===== src/sv/jbsp_pkg.sv =====
// ----------------------------------------------------------------------------
// jbsp_pkg
// Shared types, constants and the bit spreading function of the joybus bit
// symbol packer.
// ----------------------------------------------------------------------------
package jbsp_pkg;

   localparam int unsigned BYTE_W     = 8;
   localparam int unsigned HALF_W     = 2 * BYTE_W;
   localparam int unsigned WORD_W     = 2 * HALF_W;
   localparam int unsigned FIFO_DEPTH = 4;
   localparam int unsigned FIFO_AW    = $clog2(FIFO_DEPTH);
   localparam int unsigned LEVEL_W    = $clog2(FIFO_DEPTH + 1);

   // End-bit symbol: enable and data both set.
   localparam logic [1:0] END_SYMBOL = 2'b11;

   typedef struct packed {
      logic [BYTE_W-1:0] data_byte;
      logic              is_last_byte;
   } req_type;

   typedef struct packed {
      logic [WORD_W-1:0] symbol_word;
      logic              is_final_word;
   } rsp_type;

   // Words produced for one item, in order; count is 0, 1 or 2.
   typedef struct packed {
      logic [1:0] count;
      rsp_type    first;
      rsp_type    second;
   } push_type;

   typedef struct packed {
      logic [LEVEL_W-1:0] level;
   } fifo_status_type;

   // Each bit, most significant first, becomes a symbol {1, bit}; the first
   // symbol lands in the lowest two bits.
   function automatic logic [HALF_W-1:0] spread_byte(input logic [BYTE_W-1:0] b);
      logic [HALF_W-1:0] img;
      img = '0;
      for (int j = 0; j < BYTE_W; j++) begin
         img[2*j+1] = 1'b1;
         img[2*j]   = b[BYTE_W-1-j];
      end
      return img;
   endfunction

endpackage


===== src/sv/jbsp_encoder.sv =====
// ----------------------------------------------------------------------------
// jbsp_encoder
// Input register, pending half state and the word assembly for one item.
// ----------------------------------------------------------------------------
module jbsp_encoder (
   input  logic                clock,
   input  logic                reset,
   input  logic                req_valid,
   output logic                req_ready,
   input  jbsp_pkg::req_type   req_data,
   input  logic                space_ok,
   output jbsp_pkg::push_type  push
);

   logic                            stage_valid_ff, stage_valid_in;
   jbsp_pkg::req_type               stage_ff;
   logic                            pend_ff, pend_in;
   logic [jbsp_pkg::HALF_W-1:0]     pending_ff, pending_in;
   logic [jbsp_pkg::HALF_W-1:0]     img;
   logic                            fire;

   assign fire      = stage_valid_ff && space_ok;
   assign req_ready = !stage_valid_ff || fire;
   assign img       = jbsp_pkg::spread_byte(stage_ff.data_byte);

   always_comb begin
      stage_valid_in = stage_valid_ff;
      if (req_ready) begin
         stage_valid_in = req_valid;
      end else if (fire) begin
         stage_valid_in = 1'b0;
      end
   end

   always_comb begin
      pend_in    = pend_ff;
      pending_in = pending_ff;
      push       = '0;
      if (fire) begin
         if (!pend_ff) begin
            if (!stage_ff.is_last_byte) begin
               pend_in    = 1'b1;
               pending_in = img;
            end else begin
               // Odd byte count: the end bit fills the free upper half.
               push.count                     = 2'd1;
               push.first.symbol_word         = {{(jbsp_pkg::HALF_W-2){1'b0}},
                                                 jbsp_pkg::END_SYMBOL, img};
               push.first.is_final_word       = 1'b1;
            end
         end else begin
            pend_in                   = 1'b0;
            pending_in                = '0;
            push.first.symbol_word    = {img, pending_ff};
            push.first.is_final_word  = 1'b0;
            if (stage_ff.is_last_byte) begin
               // Even byte count: the end bit goes into an extra word.
               push.count                = 2'd2;
               push.second.symbol_word   = {{(jbsp_pkg::WORD_W-2){1'b0}},
                                            jbsp_pkg::END_SYMBOL};
               push.second.is_final_word = 1'b1;
            end else begin
               push.count = 2'd1;
            end
         end
      end
   end

   always_ff @(posedge clock) begin
      if (reset) begin
         stage_valid_ff <= 1'b0;
         pend_ff        <= 1'b0;
         pending_ff     <= '0;
      end else begin
         stage_valid_ff <= stage_valid_in;
         pend_ff        <= pend_in;
         pending_ff     <= pending_in;
      end
      if (req_ready && req_valid) begin
         stage_ff <= req_data;
      end
   end

endmodule


===== src/sv/jbsp_rsp_fifo.sv =====
// ----------------------------------------------------------------------------
// jbsp_rsp_fifo
// Small result queue that takes up to two words per cycle and hands out one.
// ----------------------------------------------------------------------------
module jbsp_rsp_fifo (
   input  logic                       clock,
   input  logic                       reset,
   input  jbsp_pkg::push_type         push,
   output logic                       rsp_valid,
   input  logic                       rsp_ready,
   output jbsp_pkg::rsp_type          rsp_data,
   output jbsp_pkg::fifo_status_type  status
);

   jbsp_pkg::rsp_type                 mem [jbsp_pkg::FIFO_DEPTH];
   logic [jbsp_pkg::FIFO_AW-1:0]      wr_ptr_ff, wr_ptr_in;
   logic [jbsp_pkg::FIFO_AW-1:0]      rd_ptr_ff, rd_ptr_in;
   logic [jbsp_pkg::LEVEL_W-1:0]      level_ff, level_in;
   logic [jbsp_pkg::FIFO_AW-1:0]      wr_next;
   logic                              pop;

   assign rsp_valid    = (level_ff != '0);
   assign rsp_data     = mem[rd_ptr_ff];
   assign pop          = rsp_valid && rsp_ready;
   assign status.level = level_ff;
   assign wr_next      = wr_ptr_ff + jbsp_pkg::FIFO_AW'(1);

   always_comb begin
      wr_ptr_in = wr_ptr_ff + jbsp_pkg::FIFO_AW'(push.count);
      rd_ptr_in = rd_ptr_ff + jbsp_pkg::FIFO_AW'(pop);
      level_in  = level_ff + jbsp_pkg::LEVEL_W'(push.count)
                  - jbsp_pkg::LEVEL_W'(pop);
   end

   always_ff @(posedge clock) begin
      if (reset) begin
         wr_ptr_ff <= '0;
         rd_ptr_ff <= '0;
         level_ff  <= '0;
      end else begin
         wr_ptr_ff <= wr_ptr_in;
         rd_ptr_ff <= rd_ptr_in;
         level_ff  <= level_in;
      end
      if (push.count != 2'd0) begin
         mem[wr_ptr_ff] <= push.first;
      end
      if (push.count == 2'd2) begin
         mem[wr_next] <= push.second;
      end
   end

endmodule


===== src/sv/joybus_bit_symbol_packer.sv =====
// ----------------------------------------------------------------------------
// joybus_bit_symbol_packer
// Spreads reply bytes into 2-bit line symbols and packs them into 32-bit words.
// ----------------------------------------------------------------------------
// One byte per cycle is taken into an input register, as the queue allows;
// from there, once the queue has room for two words, it is turned into a 16-bit
// symbol image and, paired with the earlier byte, pushes zero, one or two words
// into a four-entry result queue. A new item is accepted in every cycle as long
// as the queue holds at most two words, so the sustained rate is one item per
// cycle; a last byte that closes an even count yields two words and the output
// side then sets the pace at one word per cycle.
module joybus_bit_symbol_packer (
   input  logic               clock,
   input  logic               reset,
   input  logic               req_valid,
   output logic               req_ready,
   input  jbsp_pkg::req_type  req_data,
   output logic               rsp_valid,
   input  logic               rsp_ready,
   output jbsp_pkg::rsp_type  rsp_data
);

   jbsp_pkg::push_type         push;
   jbsp_pkg::fifo_status_type  status;
   logic                       space_ok;

   assign space_ok = (status.level <= jbsp_pkg::LEVEL_W'(jbsp_pkg::FIFO_DEPTH - 2));

   jbsp_encoder u_encoder (
      .clock     (clock),
      .reset     (reset),
      .req_valid (req_valid),
      .req_ready (req_ready),
      .req_data  (req_data),
      .space_ok  (space_ok),
      .push      (push)
   );

   jbsp_rsp_fifo u_rsp_fifo (
      .clock     (clock),
      .reset     (reset),
      .push      (push),
      .rsp_valid (rsp_valid),
      .rsp_ready (rsp_ready),
      .rsp_data  (rsp_data),
      .status    (status)
   );

   // The queue never overflows.
   a_level_bound: assert property (@(posedge clock) disable iff (reset)
      status.level <= jbsp_pkg::LEVEL_W'(jbsp_pkg::FIFO_DEPTH))
      else $error("result queue level exceeds its depth");

   // A second word from one item is always the final word.
   a_second_final: assert property (@(posedge clock) disable iff (reset)
      push.count == 2'd2 |-> push.second.is_final_word && !push.first.is_final_word)
      else $error("second word of an item is not the final word");

   // Words are only pushed when the queue has room for two.
   a_push_room: assert property (@(posedge clock) disable iff (reset)
      push.count != 2'd0 |-> space_ok)
      else $error("word pushed without queue room");

   // Reset leaves no result pending.
   a_reset_empty: assert property (@(posedge clock)
      reset |=> !rsp_valid)
      else $error("result valid right after reset");

endmodule


===== config.mk =====
export PLATFORM = sky130hd
export DESIGN_NAME = joybus_bit_symbol_packer
export DESIGN_NICKNAME = d
export VERILOG_FILES = /design/src/sv/jbsp_pkg.sv /design/src/sv/jbsp_encoder.sv /design/src/sv/jbsp_rsp_fifo.sv /design/src/sv/joybus_bit_symbol_packer.sv
export SDC_FILE = /design/constraint.sdc
export NUM_CORES = 1
export LEC_CHECK = 0
export BUFFER_PORTS_ARGS = -buffer_cell sky130_fd_sc_hd__buf_2
export CORE_ASPECT_RATIO = 1.5
export CORE_MARGIN = 4
export CORE_UTILIZATION = 35
export CTS_CLUSTER_DIAMETER = 30
export DETAILED_ROUTE_END_ITERATION = 7
export GPL_ROUTABILITY_DRIVEN = 1
export PLACE_DENSITY = 0.59
export SLEW_MARGIN = 10
export SYNTH_ARGS = -nofsm -noshare
export SYNTH_HDL_FRONTEND = slang
export SYNTH_SLANG_ARGS = --single-unit

===== constraint.sdc =====
create_clock -name clock -period 3.57 [get_ports clock]
set_input_delay 0.357 -clock clock [delete_from_list [all_inputs] [get_ports clock]]
set_output_delay 0.357 -clock clock [all_outputs]
set_load 0.01 [all_outputs]

======== After elaboration in Yosys (flattened, before gate mapping) ========
Memories as Yosys holds them, arrays and structs flattened. A register that Yosys moved wholly into a read port is not among the register bits.
Cells that the tools add are included.
Widths: inputs -> output; s select.
cells by class
  $add $sub $neg .......................... 5
  multipliers ............................. 0
  div/mod/pow operators ................... 0
  magnitude comparators ................... 1
  equal/unequal tests ..................... 2
  shift-type cells ........................ 0
  mux-type cells .......................... 17
  bitwise gates (word level) .............. 0
  reduce and logical (&&, ||, !) cells .... 9
operators by type and width
  cell                 count
  $mux 68              1
  $mux 35              1
  $mux 34              1
  $mux 33              1
  $mux 16              2
  $mux 1               8
  $mux 2               2
  $reduce_bool 2->1    2
  $add 3x2->3          1
  $le 3x2->1 const B   1
  $logic_and 1x1->1    3
  $mux 3               1
  $reduce_bool 3->1    1
  $sub 3x1->3          1
  $add 2x1->2          1
  $add 2x1->2 const B  1
  $add 2x2->2          1
  $eq 2x2->1 const B   1
  $ne 2x2->1 const B   1
  $reduce_and 2->1     1
  $logic_not 1->1      1
  $logic_or 1x1->1     1
storage, ports and cells
  register bits ........................... 34
  bits in latches ......................... 0
  bits in writable memories ............... 132
  bits in read-only memories .............. 0
  output and inout port bits .............. 35
  memories kept ........................... 1
memories
  memory          words  width  read ports  clocked after memory_dff  write ports  RTL line             text
  u_rsp_fifo.mem  4      33     1           1                         2            jbsp_rsp_fifo.sv:15  jbsp_pkg::rsp_type mem [jbsp_pkg::FIFO_DEPTH];

======== Longest topological paths before layout ========
Gate-level depths: netlist (run 1).
  depth after elaboration ................. 6
  mapped depth ............................ 12

======== Hierarchy ========
Synthesis (run 1) repeated with hierarchy kept, for this count alone.
second synthesis, totals
  cells, all modules ...................... 506
  area total of the unflattened synthesis .. 8,275.4 µm²
by module, submodules not included
  module                    times used  cells each  area each (µm²)
  jbsp_rsp_fifo             1           365         6,854.1
  jbsp_encoder              1           140         1,412.6
  joybus_bit_symbol_packer  1           1           8.8

======== Worst setup path after synthesis (run 1) ========
Ideal clock, no wire load.
  kind .................................... register -> register
  start point ............................. register u_encoder.pend_ff
  end point ............................... memory u_rsp_fifo.mem[3][2] (netlist name), data pin
  arrival time ............................ 2,368 ps
  slack ................................... 936 ps
  cell stages (with the launch flop) ...... 12
  buffers on the path ..................... 5
  period minus slack after synthesis ...... 2,634 ps
  path through ............................ dfxtp_1 clkbuf_1 inv_1 clkbuf_1 ha_1 buf_2 o21ai_1 buf_2 buf_2 nor3_1 a21oi_1 nor2_1
RTL lines
  item                      RTL line             text
  start: declaration        jbsp_encoder.sv:17   logic pend_ff, pend_in;
  start signal: assignment  jbsp_encoder.sv:76   pend_ff <= pend_in;
  end: declaration          jbsp_rsp_fifo.sv:15

==> results of run 1 <==
==> where the power goes <==
part | internal, µW | leakage (µW) | switching [µW]
sequential | 1500 | 0.000935 | 214
combinational | 575 | 0.00124 | 598
clock | 509 | 0.000145 | 478
total | 2580 | 0.00232 | 1290
==> synth_stat cells, types with 12 or more instances <==
cell / count
mux4_2: 21
dfxtp_1: 90
a21o_1: 36
a22o_1: 35
nor2_1: 17
a21oi_1: 49
nand2_1: 50
buf_2: 15
clkbuf_1: 16
buf_4: 12
o2111ai_1: 14
edfxtp_1: 21
nand3_1: 13
==> metal layers <==
layer / up-vias / GRT usage / share of wire
met3: 20 / 0.0265 / 0.036
met4: 0 / 0.0622 / 0.029
li1: 1807 / - / -
met5: - / 0 / 0
met1: 1838 / 0.172 / 0.40
met2: 96 / 0.282 / 0.53
==> through the flow <==
stage / area [µm²] / setup WS [ps] / total power, µW / std cells
6_report: 5700 / 815 / 3870 / 696
5_1_grt: 5700 / 580 / 4100 / 696
4_1_cts: 5700 / 790 / 3910 / 696
3_5_place_dp: 5410 / 825 / 2930 / 680
3_3_place_gp: 5410 / 916 / 2890 / 680
2_1_floorplan: 5100 / 936 / 2610 / 477
==> kinds of logic (layout without fill, tap and decap cells) <==
family	count (synthesis)	after routing	share of synthesized area
xor+xnor	5	5	0.00859
buf+inv	56	83	0.0537
mux	23	23	0.0967
fa+ha+maj	9	9	0.0236
compound gates	155	155	0.219
flops	111	111	0.477
simple gates	118	118	0.122
==> final cells by class <==
cell class | instances | area (µm²) | area share
Sequential cell | 111 | 2430 | 0.427
Multi-Input combinational cell | 310 | 2390 | 0.420
Timing Repair Buffer | 56 | 303 | 0.0531
Clock buffer | 11 | 243 | 0.0426
Tap cell | 192 | 240 | 0.0422
Clock inverter | 5 | 46.3 | 0.00812
Inverter | 11 | 41.3 | 0.00725
==> state kept, by name, indices dropped and copies added (netlist names) <==
| name | cells |
|---|---|
| u_rsp_fifo.wr_ptr_ff | 2 |
| u_rsp_fifo.status | 3 |
| u_encoder.pend_ff | 1 |
| u_encoder.stage_ff | 1 |
| u_rsp_fifo.rd_ptr_ff | 2 |
| u_encoder.img | 8 |
| u_rsp_fifo.mem | 84 |
| u_encoder.pending_ff | 9 |
| u_encoder.stage_valid_ff | 1 |
==> worst max-delay path: stages, from the launching register on <==
cell      delay (ps)
dfxtp_1          670
inv_1            130
ha_1             490
and3b_1          260
o211ai_2         390
a21o_1           400
inv_1            160
==> how the worst max path moves through the flow <==
stage / start / to / slack (ps) / cells after the start
6_report: u_encoder.pend_ff / u_rsp_fifo.mem[0][1] / 820 / 6
5_1_grt: u_encoder.pend_ff / u_rsp_fifo.mem[0][0] / 580 / 6
4_1_cts: u_encoder.pend_ff / u_rsp_fifo.mem[0][0] / 790 / 6
3_5_place_dp: u_encoder.pend_ff / u_rsp_fifo.mem[0][2] / 820 / 6
3_3_place_gp: u_encoder.pend_ff / u_rsp_fifo.mem[0][2] / 920 / 6
2_1_floorplan: u_encoder.pend_ff / u_rsp_fifo.mem[3][2] / 940 / 11
==> run metrics, run 1 <==
Yosys top cell area share=0.353; initial antenna violation count=0; Pins Over Slew Limit=0; crit path time final=2750 ps; post-detailed-route wirelength per cell=18.0 µm; CORE AREA=0.0141 mm²; GRT overflow=0; reg-to-reg endpoint=u_rsp_fifo.mem[0][1]; hold path cells=1; asr flop ratio synth=0; LEAKAGE=0.00232 µW; vias per cell=5.40; Die ar.=0.0166 mm²; Syn Area/Cell=10.7 µm²; Die Wd=107 µm; Worst-path clk slew=80 ps; vias in the first global route=3783; CTS H-tree lvls=3; initial core utilization=0.361; yosys warns=0; Hold Crit Start=req_data[7]; area leader, netlist=dfxtp_1; Max FO, Critical Path=21; R2R setup slack=820 ps; count of different cell masters after synthesis=41; layout cells sized above 1=0.208; Hold Crit Class=in2reg; TritonCTS clock tree=yes; first-pass GRT wire length=19900 µm; clk_skew=9.38 ps; post-synthesis sequential area ratio=0.477; post-cts sizing count=0; Clk Latency, worst-skew pair=350 ps; port bufs=47; RR Startpoint=u_encoder.pend_ff; HPWL Detailed=9150 µm; Final Setup Violations=0; Post-CTS Setup Inserts=0; die span in y=156 µm; WS Path Type=reg2reg; clk sink count=111; synthesized cell area=0.00510 mm²; Hold Path End=u_encoder.img[2]; final hold viol count=0; Initial DRC Count=195; largest net degree at the start of global routing=29; Synthesized Nets=499; crit share post-route=0.772; outcome=completed; Setup crit end kind=flop; via count=3761; hold slack=180 ps; Final nets=521; RSZ-0062 raised after global routing=no; Fmax=363 MHz; area grow syn2layout=11.8%; R2R depth=6; number of flops mapped to enable cells by yosys=21; synth top area cells=dfxtp_1 35%, edfxtp_1 12%, mux4_2 9.3%; Clock Tree Root=clkbuf_16; antenna viol nets, final=0; buffer depth of the longest clock path=2; Util after Layout=0.403; Slew Limit Headroom=0.432; ys flop type=dfxtp_1; max capacitance violation total=0; final wirelength=12500 µm; filler cell count=1376; DRC=0; CP arrival=2830 ps; 1st-pass router iterations=4; #FFs+latches synth=111; most frequent cells in the layout=90 x dfxtp_1, 50 x nand2_1, 49 x a21oi_1; worst ir drop on vdd=0.338 mV; Placer Congestion=0.845; Final TNS setup=0 ps; worst endpoint required time=3650 ps; I/O pin cnt=48; diodes inserted=0; Slew @ Worst Pin=850 ps; Tot GR Track Use=0.152; Hold Buf Count CTS=0; pwr dens=679 mW/mm²; row count=53; CTS buffer count=9; cell count after synthesis=477; startpoint types=flop; most common cell after layout, fill and taps aside=dfxtp_1
Note: power is estimated with default switching activity, not from simulation.
==> inputs of run 2 (changes only) <==
clock period = 2.6 ns   (was 3.57 ns; I/O delays follow)
==> run metrics, run 2 (same netlist as run 1, synthesis figures left out) <==
Tot GR Track Use=0.163 (+0.0105); Crit-path slowest cell=edfxtp_1; Most flops, register=u_rsp_fifo.mem; Die Wd=107 µm (unchanged); row count=53 (unchanged); clk sink count=111 (unchanged); RSZ-0062 raised after global routing=no; vias per cell=5.43 (+0.42%); layout cells sized above 1=0.223 (+0.0145); DRC=0 (unchanged); Final nets=533 (+2.3%); final wirelength=13000 µm (+4.0%); diodes inserted=0 (unchanged); Max FO, Critical Path=12 (-43%); Hold Crit Class=in2reg; most frequent cells in the layout=90 x dfxtp_1, 50 x nand2_1, 49 x a21oi_1; port bufs=47 (unchanged); Worst path max stage delay=530 ps (-140 ps); TritonCTS clock tree=yes; via count=3842 (+2.2%); post-detailed-route wirelength per cell=18.4 µm (+2.2%); DP Area=0.00550 mm² (+1.7%); Tot Pwr=5360 µW (+38%); Setup crit end kind=flop; largest net degree at the start of global routing=35 (+21%); first-pass GRT wire length=21200 µm (+6.9%); buffer depth of the longest clock path=2 (unchanged); CTS H-tree lvls=3 (unchanged); cells along the critical path=ha_1, nand3_1, ha_1, fa_1, xnor2_1, xnor2_1, nor2_1; RR Startpoint=u_encoder.stage_ff[0]; CORE AREA=0.0141 mm² (unchanged); final hold viol count=0 (unchanged); antenna viol nets, final=0 (unchanged); post-cts sizing count=0 (unchanged); area grow syn2layout=13.4%; Fmax=414 MHz (+14%); R2R depth=7 (+1); outcome=completed; Worst-path clk slew=70 ps (about the same); CTS buffer count=9 (unchanged); initial core utilization=0.361 (unchanged); GRT overflow=0 (unchanged); vias in the first global route=3909 (+3.3%); HPWL Detailed=9350 µm (+2.2%); Placer Congestion=0.799 (-5.5%); I/O pin cnt=48 (unchanged); CP arrival=2640 ps (-190 ps); crit share post-route=0.929 (+0.157); Hold Buf Count CTS=0 (unchanged); Final Setup Violations=0 (unchanged); Int Pwr=3600 µW (+40%); Die ar.=0.0166 mm² (unchanged); Hold Crit Start=req_data[6]; WS Path Type=reg2reg; clock share of power=0.249 (-0.006); Post-CTS Setup Inserts=0 (unchanged); Clk Latency, worst-skew pair=350 ps (about the same); Hold Path End=u_encoder.img[4]; LEAKAGE=0.00237 µW (+2.3%); Clock Tree Root=clkbuf_16; clk_skew=7.89 ps (-1.48 ps); Design Area, Final=0.00578 mm² (+1.5%); die span in y=156 µm (unchanged); startpoint types=flop; R2R setup slack=180 ps (-630 ps); hold path cells=1 (unchanged); Slew Limit Headroom=0.505 (+0.0727); pwr dens=927 mW/mm² (+36%); max reg flops=84 (unchanged); Final TNS setup=0 ps (unchanged); reg-to-reg endpoint=u_rsp_fifo.status[2]; most common cell after layout, fill and taps aside=dfxtp_1; Slew @ Worst Pin=738 ps (-113 ps); max capacitance violation total=0 (unchanged); Comb pwr share=0.324 (+0.021); 1st-pass router iterations=4 (unchanged); Initial DRC Count=252 (+29%); initial antenna violation count=0 (unchanged); Pins Over Slew Limit=0 (unchanged); sw power=1760 µW (+36%); worst endpoint required time=2830 ps (-820 ps); worst ir drop on vdd=0.421 mV (+25%); sequential share of power=0.427 (-0.015); switching power share of the total=0.328 (-0.00560); crit path time final=2420 ps (-339 ps)
## run 2: cell count changes in the layout (fill, tap and decap cells not counted), sizes merged
cell,before,now
buf,56,68
inv,16,13
clkbuf,11,13
clkinv,0,1
## run 2: how the worst max path moves through the flow
stage,start,endpoint,slack [ps],depth (start not counted)
2_1_floorplan,u_encoder.pend_ff,u_rsp_fifo.mem[3][2],8,11
3_3_place_gp,u_encoder.stage_ff[0],u_rsp_fifo.status[2],290,9
3_5_place_dp,u_encoder.stage_ff[0],u_rsp_fifo.status[2],220,9
4_1_cts,u_encoder.stage_ff[0],u_rsp_fifo.status[2],180,9
5_1_grt,u_encoder.stage_ff[0],u_rsp_fifo.status[2],3,9
6_report,u_encoder.stage_ff[0],u_rsp_fifo.status[2],180,7
## run 2: final cells by class
class / instances / area (µm²)
sequential: 111 / 2430
timing repair buffer: 68 / 393
fill: 1337 / 8340
inverter: 11 / 41.3
clock buffer: 13 / 262
tap: 192 / 240
clock inverter: 3 / 23.8
multi-input combinational: 310 / 2390
## run 2: metrics by stage
stage	setup slack, ps	std cells	util	hold WS, ps
floorplan	8.15	477	-	359
global route	2.89	708	0.410	77.7
CTS	182	708	0.410	81.3
detailed placement	217	692	0.389	438
global placement	295	692	0.389	429
finish	185	708	0.410	87.7
## run 2: layer usage
metal,global-route usage,vias up,part of all wire
met5,0,-,0
met4,0.0823,0,0.039
met3,0.0240,25,0.038
met2,0.292,98,0.52
met1,0.188,1897,0.40
li1,-,1822,-
## run 2: critical path: cells and delay by family (launching register included)
family | cells | cell delay (ps)
adders and majority gates | 3 | 1200
xor gates and xnor gates | 2 | 340
DFF | 1 | 530
and+or+nand+nor | 2 | 230
## run 2: power groups by stage
| stage | combinational, µW | sequential (µW) | clock (µW) |
|---|---|---|---|
| 2_1_floorplan | 1340 | 2240 | 0 |
| 3_3_place_gp | 1720 | 2300 | 0 |
| 3_5_place_dp | 1760 | 2320 | 0 |
| 4_1_cts | 1770 | 2280 | 1350 |
| 5_1_grt | 1910 | 2330 | 1440 |
| 6_report | 1740 | 2290 | 1340 |
==> inputs of run 3 (changes only) <==
PLACE_DENSITY = 0.58   (was 0.59)
SYNTH_HIERARCHICAL = 1   (was not set)
clock period = 2.85 ns   (was 2.6 ns; I/O delays follow)
==> run metrics, run 3 <==
outcome=completed; #FFs+latches synth=159 (+43%); DRC=0 (unchanged); die span in y=196 µm (+26%); Crit path depth=5 (-2); Syn Area/Cell=16.4 µm² (+53%); area grow syn2layout=13.0%; WS Path Type=reg2reg; GRT overflow=0 (unchanged); Yosys top cell area share=0.512 (+0.158); Fmax=397 MHz (-4.2%); most frequent cells in the layout=141 x edfxtp_1, 131 x mux2_2, 47 x buf_2; Max FO, Critical Path=17 (+5); cells along the critical path=a21oi_2, and3_1, mux2i_1, nor2_4, buf_12; crit path buf inv count=1 (+1); synthesized cell area=0.00828 mm² (+62%); clk sink count=159 (+43%); Most flops, register=u_rsp_fifo/mem; max capacitance violation total=0 (unchanged); synth top area cells=edfxtp_1 51%, mux2_2 18%, mux4_2 9.0%; Die ar.=0.0262 mm² (+58%); LEAKAGE=0.00342 µW (+44%); CP arrival=2650 ps (about the same); CTS H-tree lvls=4 (+1); 1st-pass router iterations=4 (unchanged); Tot GR Track Use=0.133 (-0.0300); most common cell in the synthesized netlist=edfxtp_1; startpoint types=flop; initial antenna violation count=1 (+1); reg-to-reg endpoint=u_rsp_fifo/mem[1][7]; vias per cell=4.85 (-11%); yosys warns=6 (+6); Slew @ Worst Pin=615 ps (-123 ps); worst endpoint required time=2980 ps (+150 ps); buffer depth of the longest clock path=2 (unchanged); Clock Tree Root=clkbuf_16; Final TNS setup=0 ps (unchanged); CORE AREA=0.0231 mm² (+64%); Worst-path clk slew=70 ps (about the same); RSZ-0062 raised after global routing=no; CP delay by family, top=simple AND/OR/NAND/NOR gates; pwr dens=703 mW/mm² (-24%); cell count after synthesis=506 (+6.1%); row count=68 (+28%); Slew Limit Headroom=0.589 (+0.0842); initial core utilization=0.358 (-0.00338); Placer Congestion=0.765 (-4.3%); asr flop ratio synth=0 (unchanged); RR Startpoint=u_rsp_fifo/status[0]; Hold Buf Count CTS=0 (unchanged); via count=4192 (+9.1%); Initial DRC Count=171 (-32%); port bufs=47 (unchanged); final wirelength=16800 µm (+29%); end point of the critical path=u_rsp_fifo/mem[1][7]; Worst path max stage delay=530 ps (about the same); Pins Over Slew Limit=0 (unchanged); post-synthesis sequential area ratio=0.555 (+0.0781); count of different cell masters after synthesis=43 (+4.9%); layout cells sized above 1=0.495 (+0.272); most common cell after layout, fill and taps aside=edfxtp_1; first-pass GRT wire length=26300 µm (+24%); critical path launch point=u_rsp_fifo/status[0]; R2R setup slack=330 ps (+150 ps); filler cell count=2150 (+61%); crit share post-route=0.884 (-0.0447); worst ir drop on vdd=0.420 mV (-0.17%); Final Setup Violations=0 (unchanged); max reg flops=132 (+57%); vias in the first global route=4513 (+15%); number of flops mapped to enable cells by yosys=141 (+570%); largest net degree at the start of global routing=35 (unchanged); crit path time final=2520 ps (+105 ps); post-detailed-route wirelength per cell=19.4 µm (+5.7%); area leader, netlist=edfxtp_1; Clk Latency, worst-skew pair=420 ps (+70 ps); diodes inserted=0 (unchanged); hold slack=34.5 ps (-53.2 ps); CTS buffer count=17 (+8); clk_skew=11.8 ps (+3.87 ps); top post-synthesis cells by count=141 x edfxtp_1, 131 x mux2_2, 48 x buf_4; TritonCTS clock tree=yes; Final nets=559 (+4.9%); ys flop type=edfxtp_1; Crit-path slowest cell=nor2_4; I/O pin cnt=48 (unchanged); Post-CTS Setup Inserts=0 (unchanged); Setup crit end kind=flop; R2R depth=5 (-2); final hold viol count=0 (unchanged); HPWL Detailed=10700 µm (+14%); antenna viol nets, final=0 (unchanged); Die Wd=134 µm (+25%); Hold Crit Class=in2reg; post-cts sizing count=0 (unchanged)
-- run 3: cell count changes in the layout (fill, tap and decap cells not counted), sizes merged, moves of 27 or more --
| cell | previous run | this run |
|---|---|---|
| a21o | 36 | 2 |
| a21oi | 50 | 3 |
| a22o | 35 | 8 |
| conb | 0 | 30 |
| dfxtp | 90 | 18 |
| edfxtp | 21 | 141 |
| mux2 | 0 | 135 |
| nand2 | 51 | 1 |
-- run 3: worst min-delay path by stage --
stage          cells past startpoint                       to               startpoint
2_1_floorplan                      0         u_encoder/img[0]              req_data[8]
3_3_place_gp                       2  u_encoder/pending_ff[8]  u_encoder/pending_ff[8]
3_5_place_dp                       1         u_encoder/img[0]              req_data[8]
4_1_cts                            1         u_encoder/img[4]              req_data[6]
5_1_grt                            1         u_encoder/img[0]              req_data[8]
6_report                           1         u_encoder/img[4]              req_data[6]
-- run 3: report_power, final --
part,internal [µW],switching (µW)
sequential,2670,114
combinational,649,580
clock,1640,920
-- run 3: cell type report --
type                            instances  area, µm²  share of cell area
Timing Repair Buffer                   65        483              0.0516
Clock buffer                           17        425              0.0455
Multi-Input combinational cell        289       3190               0.341
Tap cell                              315        394              0.0421
Clock inverter                         13        239              0.0256
Sequential cell                       159       4600               0.491
Inverter                                7       26.3             0.00281
-- run 3: cells by family after synthesis --
group	Yosys count	synth area share
mux	178	0.287
flops	159	0.555
buf+inv	87	0.0771
simple gates	53	0.0455
compound gates	19	0.0181
fa+ha+maj	7	0.0115
xor+xnor	2	0.00559
other cells	1	0.000453
-- run 3: routing by layer --
| layer | wire (µm) | track usage | part of all wire | up-vias |
|---|---|---|---|---|
| li1 | - | - | - | 1956 |
| met1 | 6610 | 0.145 | 0.39 | 2172 |
| met2 | 9550 | 0.255 | 0.57 | 43 |
| met3 | 375 | 0.0249 | 0.022 | 19 |
| met4 | 263 | 0.0473 | 0.016 | 2 |
| met5 | 7 | 0 | 0.00042 | - |
-- run 3: through the flow --
step | setup WS (ps) | power (µW) | instance area, µm² | utilization | cells
floorplan | -350 | 3710 | 8390 | - | 535
global placement | 399 | 4070 | 8690 | 0.375 | 835
detailed placement | 333 | 4100 | 8690 | 0.375 | 835
CTS | 310 | 6680 | 9350 | 0.404 | 865
global route | 164 | 6880 | 9350 | 0.404 | 865
finish | 330 | 6580 | 9350 | 0.404 | 865
